===== src/rtl/tsom_pkg.sv =====
package tsom_pkg;

	// stack sizes and stored word width
	localparam int X_DEPTH     = 8;
	localparam int Y_DEPTH     = 8;
	localparam int WORD_WIDTH  = 32;
	localparam int STORE_DEPTH = X_DEPTH + Y_DEPTH;

	// derived widths
	localparam int ADDR_W = $clog2(STORE_DEPTH);
	localparam int XF_W   = $clog2(X_DEPTH + 1);
	localparam int YF_W   = $clog2(Y_DEPTH + 1);
	localparam int CNT_W  = (XF_W > YF_W) ? XF_W : YF_W;

	// port field widths
	localparam int OP_W     = 3;
	localparam int VAL_W    = 32;
	localparam int STATUS_W = 2;
	localparam int IN_W     = ((OP_W + VAL_W + 7) / 8) * 8;
	localparam int OUT_W    = ((STATUS_W + VAL_W + 7) / 8) * 8;

	typedef logic [ADDR_W-1:0]     addr_t;
	typedef logic [XF_W-1:0]       xfill_t;
	typedef logic [YF_W-1:0]       yfill_t;
	typedef logic [CNT_W-1:0]      cnt_t;
	typedef logic [WORD_WIDTH-1:0] mem_word_t;
	typedef logic [OP_W-1:0]       op_t;
	typedef logic [STATUS_W-1:0]   status_t;

	// opcodes
	localparam op_t OP_PUSH_X = 3'd0;
	localparam op_t OP_PUSH_Y = 3'd1;
	localparam op_t OP_POP_X  = 3'd2;
	localparam op_t OP_POP_Y  = 3'd3;
	localparam op_t OP_SHOW_X = 3'd4;
	localparam op_t OP_SHOW_Y = 3'd5;

	// result status codes
	localparam status_t ST_OK        = 2'd0;
	localparam status_t ST_OVERFLOW  = 2'd1;
	localparam status_t ST_UNDERFLOW = 2'd2;
	localparam status_t ST_EMPTY     = 2'd3;

	// memory access from the sequencer
	typedef struct packed {
		logic      we;
		addr_t     waddr;
		mem_word_t wdata;
		logic      re;
		addr_t     raddr;
	} ram_req_t;

	// result load into the output register
	typedef struct packed {
		logic    load;
		logic    from_ram;
		status_t status;
		logic    last;
	} res_t;

	// low stored bits of a sign-extended 32-bit value
	function automatic mem_word_t word_in(input logic [VAL_W-1:0] v);
		logic signed [63:0] e;
		e = 64'($signed(v));
		return e[WORD_WIDTH-1:0];
	endfunction

	// stored word sign-extended, fitted to 32 bits
	function automatic logic [VAL_W-1:0] word_out(input mem_word_t w);
		logic signed [63:0] e;
		e = 64'($signed(w));
		return e[VAL_W-1:0];
	endfunction

endpackage


===== src/rtl/two_stacks_one_memory_unit.sv =====
// Two stacks held in one 16-word memory: stack X fills upward from entry 0, stack Y
// downward from the last entry, 8 words each. A request's opcode (s_tdata[2:0]) picks
// push, pop or show on X or Y; push_value (s_tdata[34:3]) is stored on a push. Each
// request returns one response (status ok, overflow, underflow or empty, with a word),
// except a show of a non-empty stack, which returns every word from top to base with
// tlast on the final one; opcodes six and seven are taken and answered with nothing.
// A push, an ignored opcode or an error answer is settled when it is taken; a pop waits
// for one memory read and a show for one read per word, and a stalled output holds them.
// The pacing is set by the single registered read port of the memory feeding a one-deep
// output register: a show first loads the walk, each word read waits for the registered
// read of the memory, and the next request is taken once the last read has landed in the
// output register.
module two_stacks_one_memory_unit (
	input  logic                        clk,
	input  logic                        arst_n,
	input  logic                        s_tvalid,
	output logic                        s_tready,
	input  logic [tsom_pkg::IN_W-1:0]   s_tdata,  // opcode[2:0], push_value[34:3]
	output logic                        m_tvalid,
	input  logic                        m_tready,
	output logic [tsom_pkg::OUT_W-1:0]  m_tdata,  // status[1:0], word[33:2]
	output logic                        m_tlast
);

	tsom_pkg::ram_req_t  ram_req;
	tsom_pkg::res_t      res;
	tsom_pkg::mem_word_t rdata;

	logic                         m_tvalid_q;
	tsom_pkg::status_t            status_q;
	logic [tsom_pkg::VAL_W-1:0]   word_q;
	logic                         last_q;
	logic                         out_free;

	assign out_free = !m_tvalid_q || m_tready;

	// request sequencing and stack pointers
	tsom_seq u_seq (
		.clk        (clk),
		.arst_n     (arst_n),
		.req_valid  (s_tvalid),
		.req_ready  (s_tready),
		.op         (s_tdata[tsom_pkg::OP_W-1:0]),
		.push_value (s_tdata[tsom_pkg::OP_W +: tsom_pkg::VAL_W]),
		.out_free   (out_free),
		.ram_req    (ram_req),
		.res        (res)
	);

	// shared stack memory
	tsom_ram #(
		.WIDTH (tsom_pkg::WORD_WIDTH),
		.DEPTH (tsom_pkg::STORE_DEPTH)
	) u_ram (
		.clk   (clk),
		.we    (ram_req.we),
		.waddr (ram_req.waddr),
		.wdata (ram_req.wdata),
		.re    (ram_req.re),
		.raddr (ram_req.raddr),
		.rdata (rdata)
	);

	// output register valid
	always_ff @(posedge clk or negedge arst_n) begin
		if (!arst_n) begin
			m_tvalid_q <= 1'b0;
		end else if (res.load) begin
			m_tvalid_q <= 1'b1;
		end else if (m_tready) begin
			m_tvalid_q <= 1'b0;
		end
	end

	// output register payload
	always_ff @(posedge clk) begin
		if (res.load) begin
			status_q <= res.status;
			last_q   <= res.last;
			word_q   <= res.from_ram ? tsom_pkg::word_out(rdata) : '0;
		end
	end

	assign m_tvalid = m_tvalid_q;
	assign m_tlast  = last_q;
	assign m_tdata  = tsom_pkg::OUT_W'({word_q, status_q});

endmodule


===== src/rtl/tsom_ram.sv =====
module tsom_ram #(
	parameter int WIDTH = 32,
	parameter int DEPTH = 16
) (
	input  logic                     clk,
	input  logic                     we,
	input  logic [$clog2(DEPTH)-1:0] waddr,
	input  logic [WIDTH-1:0]         wdata,
	input  logic                     re,
	input  logic [$clog2(DEPTH)-1:0] raddr,
	output logic [WIDTH-1:0]         rdata
);

	logic [WIDTH-1:0] mem [DEPTH];

	// one write port, one registered read port
	always_ff @(posedge clk) begin
		if (we) begin
			mem[waddr] <= wdata;
		end
		if (re) begin
			rdata <= mem[raddr];
		end
	end

endmodule


===== src/rtl/tsom_seq.sv =====
module tsom_seq (
	input  logic                   clk,
	input  logic                   arst_n,
	input  logic                   req_valid,
	output logic                   req_ready,
	input  tsom_pkg::op_t          op,
	input  logic [tsom_pkg::VAL_W-1:0] push_value,
	input  logic                   out_free,
	output tsom_pkg::ram_req_t     ram_req,
	output tsom_pkg::res_t         res
);

	typedef enum logic [1:0] {
		S_IDLE = 2'b01,
		S_SHOW = 2'b10
	} state_t;

	localparam tsom_pkg::addr_t ADDR_LAST = tsom_pkg::addr_t'(tsom_pkg::STORE_DEPTH - 1);

	state_t               state_q;
	tsom_pkg::xfill_t     x_fill_q;
	tsom_pkg::yfill_t     y_fill_q;
	tsom_pkg::cnt_t       cnt_q;
	tsom_pkg::addr_t      addr_q;
	logic                 up_q;
	logic                 rd_s1;
	logic                 last_s1;

	logic accept;
	logic x_full, y_full, x_empty, y_empty;
	logic show_issue;

	assign x_full  = (x_fill_q == tsom_pkg::xfill_t'(tsom_pkg::X_DEPTH));
	assign y_full  = (y_fill_q == tsom_pkg::yfill_t'(tsom_pkg::Y_DEPTH));
	assign x_empty = (x_fill_q == '0);
	assign y_empty = (y_fill_q == '0);

	// one item at a time, and only with room for its first result
	assign req_ready  = (state_q == S_IDLE) && !rd_s1 && out_free;
	assign accept     = req_valid && req_ready;
	assign show_issue = (state_q == S_SHOW) && !rd_s1 && out_free;

	// memory access and immediate results
	always_comb begin
		ram_req       = '0;
		ram_req.wdata = tsom_pkg::word_in(push_value);
		res           = '0;
		if (rd_s1) begin
			res.load     = 1'b1;
			res.from_ram = 1'b1;
			res.status   = tsom_pkg::ST_OK;
			res.last     = last_s1;
		end
		if (accept) begin
			case (op)
				tsom_pkg::OP_PUSH_X: begin
					res.load = 1'b1;
					res.last = 1'b1;
					if (x_full) begin
						res.status = tsom_pkg::ST_OVERFLOW;
					end else begin
						res.status    = tsom_pkg::ST_OK;
						ram_req.we    = 1'b1;
						ram_req.waddr = tsom_pkg::addr_t'(x_fill_q);
					end
				end
				tsom_pkg::OP_PUSH_Y: begin
					res.load = 1'b1;
					res.last = 1'b1;
					if (y_full) begin
						res.status = tsom_pkg::ST_OVERFLOW;
					end else begin
						res.status    = tsom_pkg::ST_OK;
						ram_req.we    = 1'b1;
						ram_req.waddr = ADDR_LAST - tsom_pkg::addr_t'(y_fill_q);
					end
				end
				tsom_pkg::OP_POP_X: begin
					if (x_empty) begin
						res.load   = 1'b1;
						res.last   = 1'b1;
						res.status = tsom_pkg::ST_UNDERFLOW;
					end else begin
						ram_req.re    = 1'b1;
						ram_req.raddr = tsom_pkg::addr_t'(x_fill_q - 1'b1);
					end
				end
				tsom_pkg::OP_POP_Y: begin
					if (y_empty) begin
						res.load   = 1'b1;
						res.last   = 1'b1;
						res.status = tsom_pkg::ST_UNDERFLOW;
					end else begin
						ram_req.re    = 1'b1;
						ram_req.raddr = ADDR_LAST - tsom_pkg::addr_t'(y_fill_q - 1'b1);
					end
				end
				tsom_pkg::OP_SHOW_X: begin
					if (x_empty) begin
						res.load   = 1'b1;
						res.last   = 1'b1;
						res.status = tsom_pkg::ST_EMPTY;
					end
				end
				tsom_pkg::OP_SHOW_Y: begin
					if (y_empty) begin
						res.load   = 1'b1;
						res.last   = 1'b1;
						res.status = tsom_pkg::ST_EMPTY;
					end
				end
				default: begin
				end
			endcase
		end
		if (show_issue) begin
			ram_req.re    = 1'b1;
			ram_req.raddr = addr_q;
		end
	end

	// fill counts, show walk and read tracking
	always_ff @(posedge clk or negedge arst_n) begin
		if (!arst_n) begin
			state_q  <= S_IDLE;
			x_fill_q <= '0;
			y_fill_q <= '0;
			cnt_q    <= '0;
			rd_s1    <= 1'b0;
		end else begin
			rd_s1 <= ram_req.re;
			if (accept) begin
				case (op)
					tsom_pkg::OP_PUSH_X: begin
						if (!x_full) x_fill_q <= x_fill_q + 1'b1;
					end
					tsom_pkg::OP_PUSH_Y: begin
						if (!y_full) y_fill_q <= y_fill_q + 1'b1;
					end
					tsom_pkg::OP_POP_X: begin
						if (!x_empty) x_fill_q <= x_fill_q - 1'b1;
					end
					tsom_pkg::OP_POP_Y: begin
						if (!y_empty) y_fill_q <= y_fill_q - 1'b1;
					end
					tsom_pkg::OP_SHOW_X: begin
						if (!x_empty) begin
							state_q <= S_SHOW;
							cnt_q   <= tsom_pkg::cnt_t'(x_fill_q);
						end
					end
					tsom_pkg::OP_SHOW_Y: begin
						if (!y_empty) begin
							state_q <= S_SHOW;
							cnt_q   <= tsom_pkg::cnt_t'(y_fill_q);
						end
					end
					default: begin
					end
				endcase
			end else if (show_issue) begin
				cnt_q <= cnt_q - 1'b1;
				if (cnt_q == tsom_pkg::cnt_t'(1)) begin
					state_q <= S_IDLE;
				end
			end
		end
	end

	// walk address and last mark of the word in flight
	always_ff @(posedge clk) begin
		if (accept) begin
			last_s1 <= 1'b1;
			if (op == tsom_pkg::OP_SHOW_X) begin
				up_q   <= 1'b0;
				addr_q <= tsom_pkg::addr_t'(x_fill_q - 1'b1);
			end else begin
				up_q   <= 1'b1;
				addr_q <= ADDR_LAST - tsom_pkg::addr_t'(y_fill_q - 1'b1);
			end
		end else if (show_issue) begin
			last_s1 <= (cnt_q == tsom_pkg::cnt_t'(1));
			addr_q  <= up_q ? addr_q + 1'b1 : addr_q - 1'b1;
		end
	end

endmodule


===== config.mk =====
export PLATFORM = sky130hd
export DESIGN_NAME = two_stacks_one_memory_unit
export DESIGN_NICKNAME = d
export VERILOG_FILES = /design/src/rtl/tsom_pkg.sv /design/src/rtl/two_stacks_one_memory_unit.sv /design/src/rtl/tsom_ram.sv /design/src/rtl/tsom_seq.sv
export SDC_FILE = /design/constraint.sdc
export NUM_CORES = 1
export LEC_CHECK = 0
export BUFFER_PORTS_ARGS = -buffer_cell sky130_fd_sc_hd__buf_4
export CORE_MARGIN = 4
export CORE_UTILIZATION = 25
export CTS_CLUSTER_SIZE = 30
export DETAILED_ROUTE_END_ITERATION = 8
export PLACE_DENSITY = 0.36
export SLEW_MARGIN = 0
export SYNTH_ARGS = -nofsm -noshare
export SYNTH_HDL_FRONTEND = slang
export SYNTH_HIERARCHICAL = 1
export SYNTH_SLANG_ARGS = --single-unit

===== constraint.sdc =====
create_clock -name clk -period 11.1 [get_ports clk]
set_input_delay 1.665 -clock clk [delete_from_list [all_inputs] [get_ports clk]]
set_output_delay 1.665 -clock clk [all_outputs]
set_load 0.03 [all_outputs]

### After elaboration in Yosys (flattened, before gate mapping)

Memories as Yosys holds them, arrays and structs flattened. A register that Yosys moved wholly into a read port is not among the register bits.
Index checks and enable logic that the tools add are counted.

| word-level totals | value |
|---|---|
| memories | 1 |
| RAM bits | 512 |
| output and inout port bits | 43 |
| register bits | 57 |
| input bits | 44 |
| word-level logic and storage cells | 110 |

Memory list:

| name | depth | bits a word | read ports | clocked after Yosys merged registers in | write ports | line | RTL |
|---|---|---|---|---|---|---|---|
| u_ram.mem | 16 | 32 | 1 | 1 | 1 | tsom_ram.sv:14 | `logic [WIDTH-1:0] mem [DEPTH];` |

| operators by class | value |
|---|---|
| reductions and logical operators | 23 |
| $add $sub $neg | 9 |
| eq/ne operators | 17 |
| multiplexer cells | 48 |

Operators with widths:

| operator | number |
|---|---|
| two-way mux 4 bit | 12 |
| two-way mux 5 bit | 8 |
| one-hot mux 4 bit (2 select lines) | 3 |
| one-hot mux 5 bit (2 select lines) | 2 |
| one-hot mux 3 bit (6 select lines) | 1 |
| subtractor 4 x 1 -> 4 bit (second input constant) | 4 |
| two-way mux 3 bit | 5 |
| adder 4 x 1 -> 4 bit (second input constant) | 3 |
| AND reduction 4 bit | 3 |
| two-way mux 1 bit | 10 |
| two-way mux 2 bit | 5 |
| nonzero test 2 bit | 5 |
| != test 3 bit (second input constant) | 3 |
| == test 4 bit (second input constant) | 2 |
| logical NOT 4 bit | 2 |
| != test 2 bit (second input constant) | 4 |
| subtractor 4 bit (first input constant) | 2 |
| == test 3 x 2 -> 1 bit (second input constant) | 2 |
| == test 3 bit (second input constant) | 2 |
| OR reduction 2 bit | 3 |
| logical AND 1 bit | 5 |
| AND reduction 5 bit | 1 |
| == test 4 x 1 -> 1 bit (second input constant) | 1 |
| one-hot mux 2 bit (2 select lines) | 1 |
| other kinds (7) | 8 |

### Longest topological paths before layout

Gate-level depths: netlist of run 1.

| logic depth | value |
|---|---|
| depth after elaboration | 7 |
| depth in mapped cells | 13 |

### Hierarchy

Netlist of run 1, hierarchy kept.

By module, submodules not included:

| module | cells each | times used | area each (sq um) |
|---|---|---|---|
| tsom_ram | 838 | 1 | 20155.6 |
| tsom_seq | 242 | 1 | 2208.4 |
| two_stacks_one_memory_unit | 80 | 1 | 1392.6 |

### Least setup slack after synthesis of run 1

Ideal clock, no wire load.

| timing | value |
|---|---|
| path type | input-to-reg |
| from | input port m_tready |
| to | memory u_ram.mem[0][0], enable pin |
| stages on the path | 8 |
| slack | 5283 ps |
| data arrival time | 5356 ps |
| required time | 10639 ps |
| library setup time | 461 ps |
| path buffers | 0 |
| path through | nand2b_1 -> and4bb_4 -> nand2_8 -> clkinv_8 -> nand2_1 -> a21oi_1 -> or3b_2 -> nor3_1 |

RTL lines:

| what | line | RTL |
|---|---|---|
| from (decl) | two_stacks_one_memory_unit.sv:20 | `input logic m_tready,` |
| to (decl) | tsom_ram.sv:14 |  |

==> summary.txt, run 1 <==
Status
  – Status: complete, no violations

Global route
  – Initial antenna violation count: 4
  – Largest net degree at the start of global routing: between 80 and 90
  – Via count of the first global-routing pass: 12000
  – Global-route usage over all layers: between 10% and 20%
  – Global-route wire length before repair: roughly 86 mm
  – Gr ovfl total: 0

Routing
  – Residual DRC: 0
  – Routed WL: 59.1 mm
  – Met3 WL: 2.48 mm
  – Met2 WL post-DR: about 27 mm
  – DRT iter0 DRCs: 842
  – Post-route ant nets: 0
  – Top routing layer used: met5
  – Iteration count of the initial detailed-routing pass: 5
  – Vias per cell: approximately 4.3
  – Vias: 11100
  – Metal-1 WL: 28.0 mm
  – DR WL/cell: 23.2 um

Place
  – Gpl congestion: 0.709
  – DP Area: 0.0257 mm^2
  – Dpl hpwl: 30.6 mm
  – PortBufs: 75

Cells and area
  – Final #Nets: 1300
  – Synthesis-to-finish area growth: 17.2%
  – Share of cells above drive strength 1: 31.5%
  – Post-route cell area: 0.0278 mm^2

Timing
  – Fmax: 203 MHz
  – TNS Setup: 0 ns
  – Setup-failing EPs final: 0
  – Final hold vios: 0
  – RSZ-0062 raised after global routing: no
  – Skew final: 0.0176 ns
  – Slew Viols, Final: 0
  – Slew @ Worst Pin: around 1.1 ns
  – Tmin final: 4.93 ns
  – Max-slew headroom: about 28%
  – Crit share post-route: ~44%

CTS
  – Hold_buf cts: 0
  – Clock net sink count: 601
  – Clock Pin Slew Worst Setup and Hold Paths: 0.05 ns
  – Post-CTS Setup Repair Bufs: 0
  – Clk Latency, worst-skew pair: 0.59 ns
  – H-tree depth: 3
  – Resized cells post-CTS: 0
  – Clock Path Buffers: 3
  – CTS tree: done
  – Num CTS Buffers: just over 70
  – Root Buffer: clkbuf_16

Yosys
  – Syn avg cell area: 20.5 um^2
  – Top_reg_cell synth: edfxtp_1
  – Distinct cell type count after synthesis: 67
  – Async SR Flop Fraction: 2.66%
  – Post-synthesis sequential area ratio: about three quarters
  – Mapped Cells: 1160
  – Seq cells post-synth: 601
  – Yosys warns: 6
  – Post-Syn Area: 0.0238 mm^2
  – EDFF count, synth: 584

Critical path
  – R2r endpoint: u_ram/rdata[0]$_DFFE_PP_
  – CP Capture Type: flop
  – Worst r2r src: u_seq/x_fill_q[0]$_DFFE_PN0P_
  – CP Class: input port to flop
  – WP data required: 11.32 ns
  – Worst Path Max Fanout: 24
  – Setup slack, reg-to-reg: 6.70 ns
  – Critical Path Source Type: input port
  – Register-to-Register Path Depth: 11
  – CP arrival: between 5 and 6 ns

Worst hold path
  – Worst Hold Launch: u_seq/state_q[0]$_DFFE_PN1P_
  – Worst Hold Path EP: u_seq/state_q[0]$_DFFE_PN1P_
  – Worst Hold Class: flop to flop
  – Hold path depth: 2

Floorplanning
  – Cell Rows: approximately 110
  – Core Area: ~0.094 mm^2
  – Die Width: 316 um
  – Die Area: 0.100 mm^2
  – Die height: 316 um
  – Initial core utilization: 25.3%
  – Io pins: 87

Pwr
  – Maximum VDD drop: 97.0 uV
  – Cell Pwr Density: 169 mW/mm^2
  – P_leak: 8.73 nW

Job
  – Max-cap violation count: 0
through the flow:
| step | power (W) | setup WS [ns] | instances | hold slack [ns] | utilization [%] |
|---|---|---|---|---|---|
| after detailed placement | 0.00258 | 5.50 | 2425 | 0.468 | 27.4 |
| after global routing | 0.00489 | 5.97 | 2551 | 0.501 | 29.7 |
| after global placement | 0.00258 | 5.48 | 2425 | 0.463 | 27.4 |
| after CTS | 0.00479 | 6.13 | 2551 | 0.474 | 29.7 |
| after floorplan | 0.00257 | 5.28 | 1165 | 0.441 | - |
| final | 0.00470 | 6.17 | 2553 | 0.472 | 29.7 |
cell families after synthesis:
kind of cell / share of synthesized area (%)
buffers and inverters: 2.83
AND/OR/NAND/NOR: 4.16
AO/OA/AOI/OAI: 3.53
multiplexers: 12.6
XOR/XNOR: 0.627
flip-flops: 75.6
other: 0.0158
adder cells (fa/ha/maj): 0.664
per-layer routing:
| metal | global-route usage (%) | up-vias |
|---|---|---|
| met2 | 18.9 | 197 |
| met1 | 16.9 | 5908 |
| met3 | 2.52 | 81 |
| met5 | 0 | - |
| met4 | 2.98 | 2 |
| li1 | - | 4862 |
critical path: stages:
cell,delay [ns]
buf_4,0.07
nand2b_1,0.16
and4bb_4,0.30
nand2_8,0.13
clkinv_8,0.11
nand2_1,0.12
nor4_1,0.57
nand3b_1,0.45
nor3_2,0.92
buf_4,0.60
final cells by class:
| type | instances | area [um^2] |
|---|---|---|
| multi-input combinational | 454 | 5320 |
| antenna | 2 | 5.00 |
| fill | 9162 | 65900 |
| clock buffer | 99 | 1960 |
| inverter | 13 | 61.3 |
| clock inverter | 27 | 183 |
| sequential | 601 | 18000 |
| timing repair buffer | 103 | 786 |
| tap | 1254 | 1570 |
synthesized netlist by cell type, types with 4 or more instances:
library cell  instances  area, um^2
buf_4                50         375
a22oi_1              66         495
nand2_1              50         188
buf_6                 6        67.6
mux4_2              128        2880
buf_2                 9        45.0
inv_1                12        45.0
nor2_1               28         105
mux2i_1               7        70.1
xor2_1                7        61.3
xnor2_1              10        87.6
edfxtp_1            584       17500
and2_2               32         240
nand2b_1              8        50.1
clkbuf_1             19        71.3
nor2b_1               4        25.0
o21ai_0              11        55.1
buf_1                10        37.5
nor3_1               10        50.1
nand3_1               6        30.0
dfrtp_1              15         375
ha_1                 11         138
a21oi_1              12        60.1
registers in the layout (all words and copies together) (netlist names):
signal / count
u_seq/addr_q: 4
u_seq/last_s1: 1
word_q: 32
u_seq/state_q: 2
u_seq/y_fill_q: 4
m_tlast: 1
u_seq/rd_s1: 1
u_seq/x_fill_q: 4
m_tvalid: 1
u_ram/mem: 512
u_seq/up_q: 1
u_seq/cnt_q: 4
status_q: 2
u_ram/rdata: 32
power by group:
part           internal, W  switching [W]   total, W
clock              0.00126       0.000907    0.00216
sequential         0.00248              0    0.00248
combinational    0.0000138      0.0000373  0.0000510
worst max-delay path by stage:
stage	endpoint	depth (start not counted)	start	slack, ns
CTS	u_ram/mem[8][27]$_DFFE_PP_	10	m_tready	6.13
floorplan	u_ram/mem[0][0]$_DFFE_PP_	8	m_tready	5.28
global route	u_ram/mem[8][27]$_DFFE_PP_	10	m_tready	5.97
global placement	u_ram/rdata[0]$_DFFE_PP_	10	s_tdata[2]	5.48
finish	u_ram/mem[8][23]$_DFFE_PP_	10	m_tready	6.17
detailed placement	u_ram/mem[8][22]$_DFFE_PP_	10	m_tready	5.50
placed cells by master (no fill, tap or decap), types with 10 or more instances in the layout:
master	count
a22oi_1	66
edfxtp_1	584
clkbuf_1	24
a21oi_1	12
xnor2_1	10
clkbuf_16	74
nor2_4	13
nand2_1	50
buf_4	102
and2_2	33
nor2_1	15
mux4_2	128
dfrtp_1	14
clkinv_2	14
inv_1	12
ha_1	11
Note: power is estimated with default switching activity, not from simulation.
==> run 2, diff against run 1 <==
ABC_AREA = 1   (was not set)
clock period = 4.77 ns   (was 11.1 ns; I/O delays follow)
==> summary.txt, run 2 <==
Status
  – Status: complete, no violations (unchanged)

Timing
  – RSZ-0062 raised after global routing: no (unchanged)
  – TNS Setup: 0 ns (unchanged)
  – Slew Viols, Final: 0 (unchanged)
  – Crit share post-route: between 70% and 80%
  – Fmax: 295 MHz
  – WHS: 0.387 ns (was 0.472 ns)
  – Final Worst Setup Slack: 1.37 ns (was 6.17 ns)
  – Slew @ Worst Pin: 0.858 ns (was 1.07 ns)
  – Skew final: 0.0189 ns (was 0.0176 ns)
  – Final hold vios: 0 (unchanged)
  – Max-slew headroom: 42.8% (was 28.2%)
  – Setup-failing EPs final: 0 (unchanged)
  – Tmin final: between 3 and 4 ns

Yosys
  – Seq cells post-synth: 601 (unchanged)
  – Complex-gate fraction of the synthesized area: 0.551% (was 3.53%)
  – Mapped Cells: 2566 (was 1160)
  – Top-area cell type share of the netlist area: 65.5% (was 73.8%)
  – XOR/XNOR share of the synthesized area: 0.392% (was 0.627%)
  – Yosys warns: 6 (unchanged)
  – Syn avg cell area: 10.4 um^2 (was 20.5 um^2)
  – Post-Syn Area: 0.0268 mm^2 (was 0.0238 mm^2)
  – Top_reg_cell synth: edfxtp_1 (unchanged)
  – Post-synthesis sequential area ratio: 67.0% (was 75.6%)
  – Post-synthesis mux area share: 0% (was 12.6%)
  – Synth Area in Simple Gates: 21.0% (was 4.16%)
  – EDFF count, synth: 584 (unchanged)
  – Post-synth top cells: 816 x nand2_1, 584 x edfxtp_1, 443 x inv_1, 410 x nand3_1, 45 x buf_4 (was 584 x edfxtp_1, 128 x mux4_2, 66 x a22oi_1, 50 x buf_4, 50 x nand2_1)
  – Post-Synth Adder-Cell Area: 0.589% (was 0.664%)
  – Synth top area cells: edfxtp_1 65%, nand2_1 11%, nand3_1 7.7% (was edfxtp_1 74%, mux4_2 12%, a22oi_1 2.1%)
  – Distinct cell type count after synthesis: 40 (was 67)
  – Most common cell in the netlist: nand2_1 (was edfxtp_1)
  – Main combinational cell family by area after synthesis: simple AND/OR/NAND/NOR gates (was multiplexers)
  – Async SR Flop Fraction: 2.66% (unchanged)
  – Post-synth top area cell: edfxtp_1 (unchanged)

Global route
  – Largest net degree at the start of global routing: 129 (was 83)
  – Global-route wire length before repair: 114 mm (was 86.3 mm)
  – Global-route usage over all layers: 13.6% (was 11.9%)
  – Gr ovfl total: 0 (unchanged)
  – Via count of the first global-routing pass: 17200 (was 12000)
  – Initial antenna violation count: 3 (was 4)

Cells and area
  – Multi-input gate area: 0.00620 mm^2 (was 0.00532 mm^2)
  – Max reg flops: 512 (unchanged)
  – Most frequent cells in the layout: 810 x nand2_1, 584 x edfxtp_1, 441 x inv_1, 410 x nand3_1, 112 x buf_4 (was 584 x edfxtp_1, 128 x mux4_2, 102 x buf_4, 74 x clkbuf_16, 66 x a22oi_1)
  – FILL cells: 10800 (was 9162)
  – Final #Nets: 2680 (was 1300)
  – Largest regs: u_ram/mem: 512 flops, u_ram/rdata: 32 flops, word_q: 32 flops (unchanged)
  – Share of cells above drive strength 1: 10.9% (was 31.5%)
  – Register name with the most flops: u_ram/mem (unchanged)
  – Final cell count without fillers: 4073 (was 2553)
  – Sequential Area: 0.0180 mm^2 (unchanged)
  – Synthesis-to-finish area growth: 16.1% (was 17.2%)
  – Post-route cell area: 0.0311 mm^2 (was 0.0278 mm^2)
  – Commonest non-fill, non-tap cell in the layout: nand2_1 (was edfxtp_1)

Floorplanning
  – Cell Rows: 119 (was 112)
  – Die Width: 335 um (was 316 um)
  – Core Area: 0.106 mm^2 (was 0.0937 mm^2)
  – Die height: 335 um (was 316 um)
  – Die Area: 0.112 mm^2 (was 0.100 mm^2)
  – Initial core utilization: 25.3% (about the same)
  – Io pins: 87 (unchanged)

Critical path
  – WP data required: 5.09 ns (was 11.32 ns)
  – CP Class: flop to flop (was input port to flop)
  – Crit path cell chain: inv_1 > ha_1 > nand3_1 > inv_1 > nor2_1 > a21oi_1 > nor2_1 > nand3b_1 > nor2_4 > buf_12 (was buf_4 > nand2b_1 > and4bb_4 > nand2_8 > clkinv_8 > nand2_1 > nor4_1 > nand3b_1 > nor3_2 > buf_4)
  – Worst r2r src: u_seq/x_fill_q[0]$_DFFE_PN0P_ (unchanged)
  – CP Buf/Inv Count: 3 (unchanged)
  – CP arrival: 3.71 ns (was 5.15 ns)
  – Critical Path Source Type: flop (was input port)
  – Worst Path Max Fanout: 16 (was 24)
  – Register-to-Register Path Depth: 10 (was 11)
  – Crit-path slowest cell: nor2_4 (was nor3_2)
  – CP Capture Type: flop (unchanged)
  – Worst stage delay on the critical path: 0.70 ns (was 0.92 ns)
  – Setup slack, reg-to-reg: 1.37 ns (was 6.70 ns)
  – R2r endpoint: u_ram/mem[8][6]$_DFFE_PP_ (was u_ram/rdata[0]$_DFFE_PP_)
  – CP top delay family: simple AND/OR/NAND/NOR gates (unchanged)
  – Worst setup path start: u_seq/x_fill_q[0]$_DFFE_PN0P_ (was m_tready)

Routing
  – Vias: 17100 (was 11100)
  – DR WL/cell: 18.8 um (was 23.2 um)
  – Iteration count of the initial detailed-routing pass: 5 (unchanged)
  – DRT iter0 DRCs: 975 (was 842)
  – Residual DRC: 0 (unchanged)
  – Post-route ant nets: 0 (unchanged)
  – Routed WL: 76.5 mm (was 59.1 mm)
  – Vias per cell: 4.20 (was 4.33)

CTS
  – H-tree depth: 3 (unchanged)
  – Clock Pin Slew Worst Setup and Hold Paths: 0.05 ns (about the same)
  – Clock net sink count: 601 (unchanged)
  – Clock Path Buffers: 3 (unchanged)
  – Root Buffer: clkbuf_16 (unchanged)
  – Clk Latency, worst-skew pair: 0.63 ns (was 0.59 ns)
  – Resized cells post-CTS: 0 (unchanged)
  – Num CTS Buffers: 75 (was 71)
  – CTS tree: done (unchanged)

Pwr
  – Cell Pwr Density: 365 mW/mm^2 (was 169 mW/mm^2)
  – Maximum VDD drop: 220 uV (was 97.0 uV)
  – P_leak: 12.8 nW (was 8.73 nW)

Place
  – Dpl hpwl: 39.9 mm (was 30.6 mm)
  – # placed instances: 3937 (was 2425)
  – Pre-CTS WS: 1.03 ns (was 5.50 ns)
  – Gpl congestion: 0.770 (was 0.709)
  – DP Area: 0.0288 mm^2 (was 0.0257 mm^2)
  – PortBufs: 75 (unchanged)

Worst hold path
  – Worst Hold Launch: s_tdata[9] (was u_seq/state_q[0]$_DFFE_PN1P_)
  – Worst Hold Class: input port to flop (was flop to flop)
  – Worst Hold Path EP: u_ram/mem[15][6]$_DFFE_PP_ (was u_seq/state_q[0]$_DFFE_PN1P_)
  – Hold path depth: 1 (was 2)

Job
  – Max-cap violation count: 0 (unchanged)
run 2: cell count changes after synthesis, sizes merged, moves of 62 or more:
cell / change
mux4: -128
buf: +62
nand2: +769
inv: +445
a22oi: -65
nand3: +413
run 2: how the worst max path moves through the flow:
stage,to,slack (ns),cells past startpoint
2_1_floorplan,u_ram/mem[12][0]$_DFFE_PP_,1.15,11
3_3_place_gp,u_ram/mem[9][2]$_DFFE_PP_,1.02,12
3_5_place_dp,u_ram/mem[9][2]$_DFFE_PP_,1.03,12
4_1_cts,u_ram/mem[9][5]$_DFFE_PP_,1.30,10
5_1_grt,u_ram/mem[8][6]$_DFFE_PP_,1.12,10
6_report,u_ram/mem[8][6]$_DFFE_PP_,1.37,10
run 2: final cells by class:
cell class | count | share of cell area (%)
flip-flops and latches | 601 | 57.7
multi-input cells | 1361 | 19.9
clock buffers | 94 | 6.40
well taps | 1391 | 5.60
inverters | 458 | 5.59
repair buffers | 127 | 3.64
clock inverters | 39 | 1.09
diodes | 2 | 0.0161
run 2: cell families (layout without fill, tap and decap cells):
logic type      after synthesis  in the layout
simple gates               1304           1304
flops                       601            601
other cells                   1              8
fa+ha+maj                    12             12
xor+xnor                     12             12
buf+inv                     609            718
compound gates               27             27
run 2: power breakdown:
| group | internal (W) | leakage [nW] | switching, W |
|---|---|---|---|
| sequential | 0.00578 | 5.39 | 0.0000000000000000000175 |
| clock | 0.00322 | 1.14 | 0.00222 |
| combinational | 0.0000308 | 6.23 | 0.0000953 |
run 2: layer usage:
layer / vias up / global-route usage [%] / part of all wire (%)
met2: 302 / 22.5 / 47
met3: 114 / 2.22 / 3.7
met5: - / 0 / 0.012
met1: 8329 / 18.5 / 47
met4: 2 / 4.09 / 2.5
li1: 8369 / - / -
run 2: worst register-to-register path: cells and delay by family (launching register included):
kind	cells	cell delay, ns
simple gates	5	1.69
buf+inv	3	0.47
flops	1	0.45
fa+ha+maj	1	0.30
compound gates	1	0.14
run 2: what timing repair did:
action	CTS	global route
hold buffers	1	0
endpoints found under the hold margin	15	0
buffers inserted	0	0
run 2: through the flow:
stage,total power (W),util (%)
6_report,0.0113,29.4
5_1_grt,0.0118,29.4
4_1_cts,0.0116,29.4
3_5_place_dp,0.00602,27.2
3_3_place_gp,0.00601,27.2
2_1_floorplan,0.00597,-
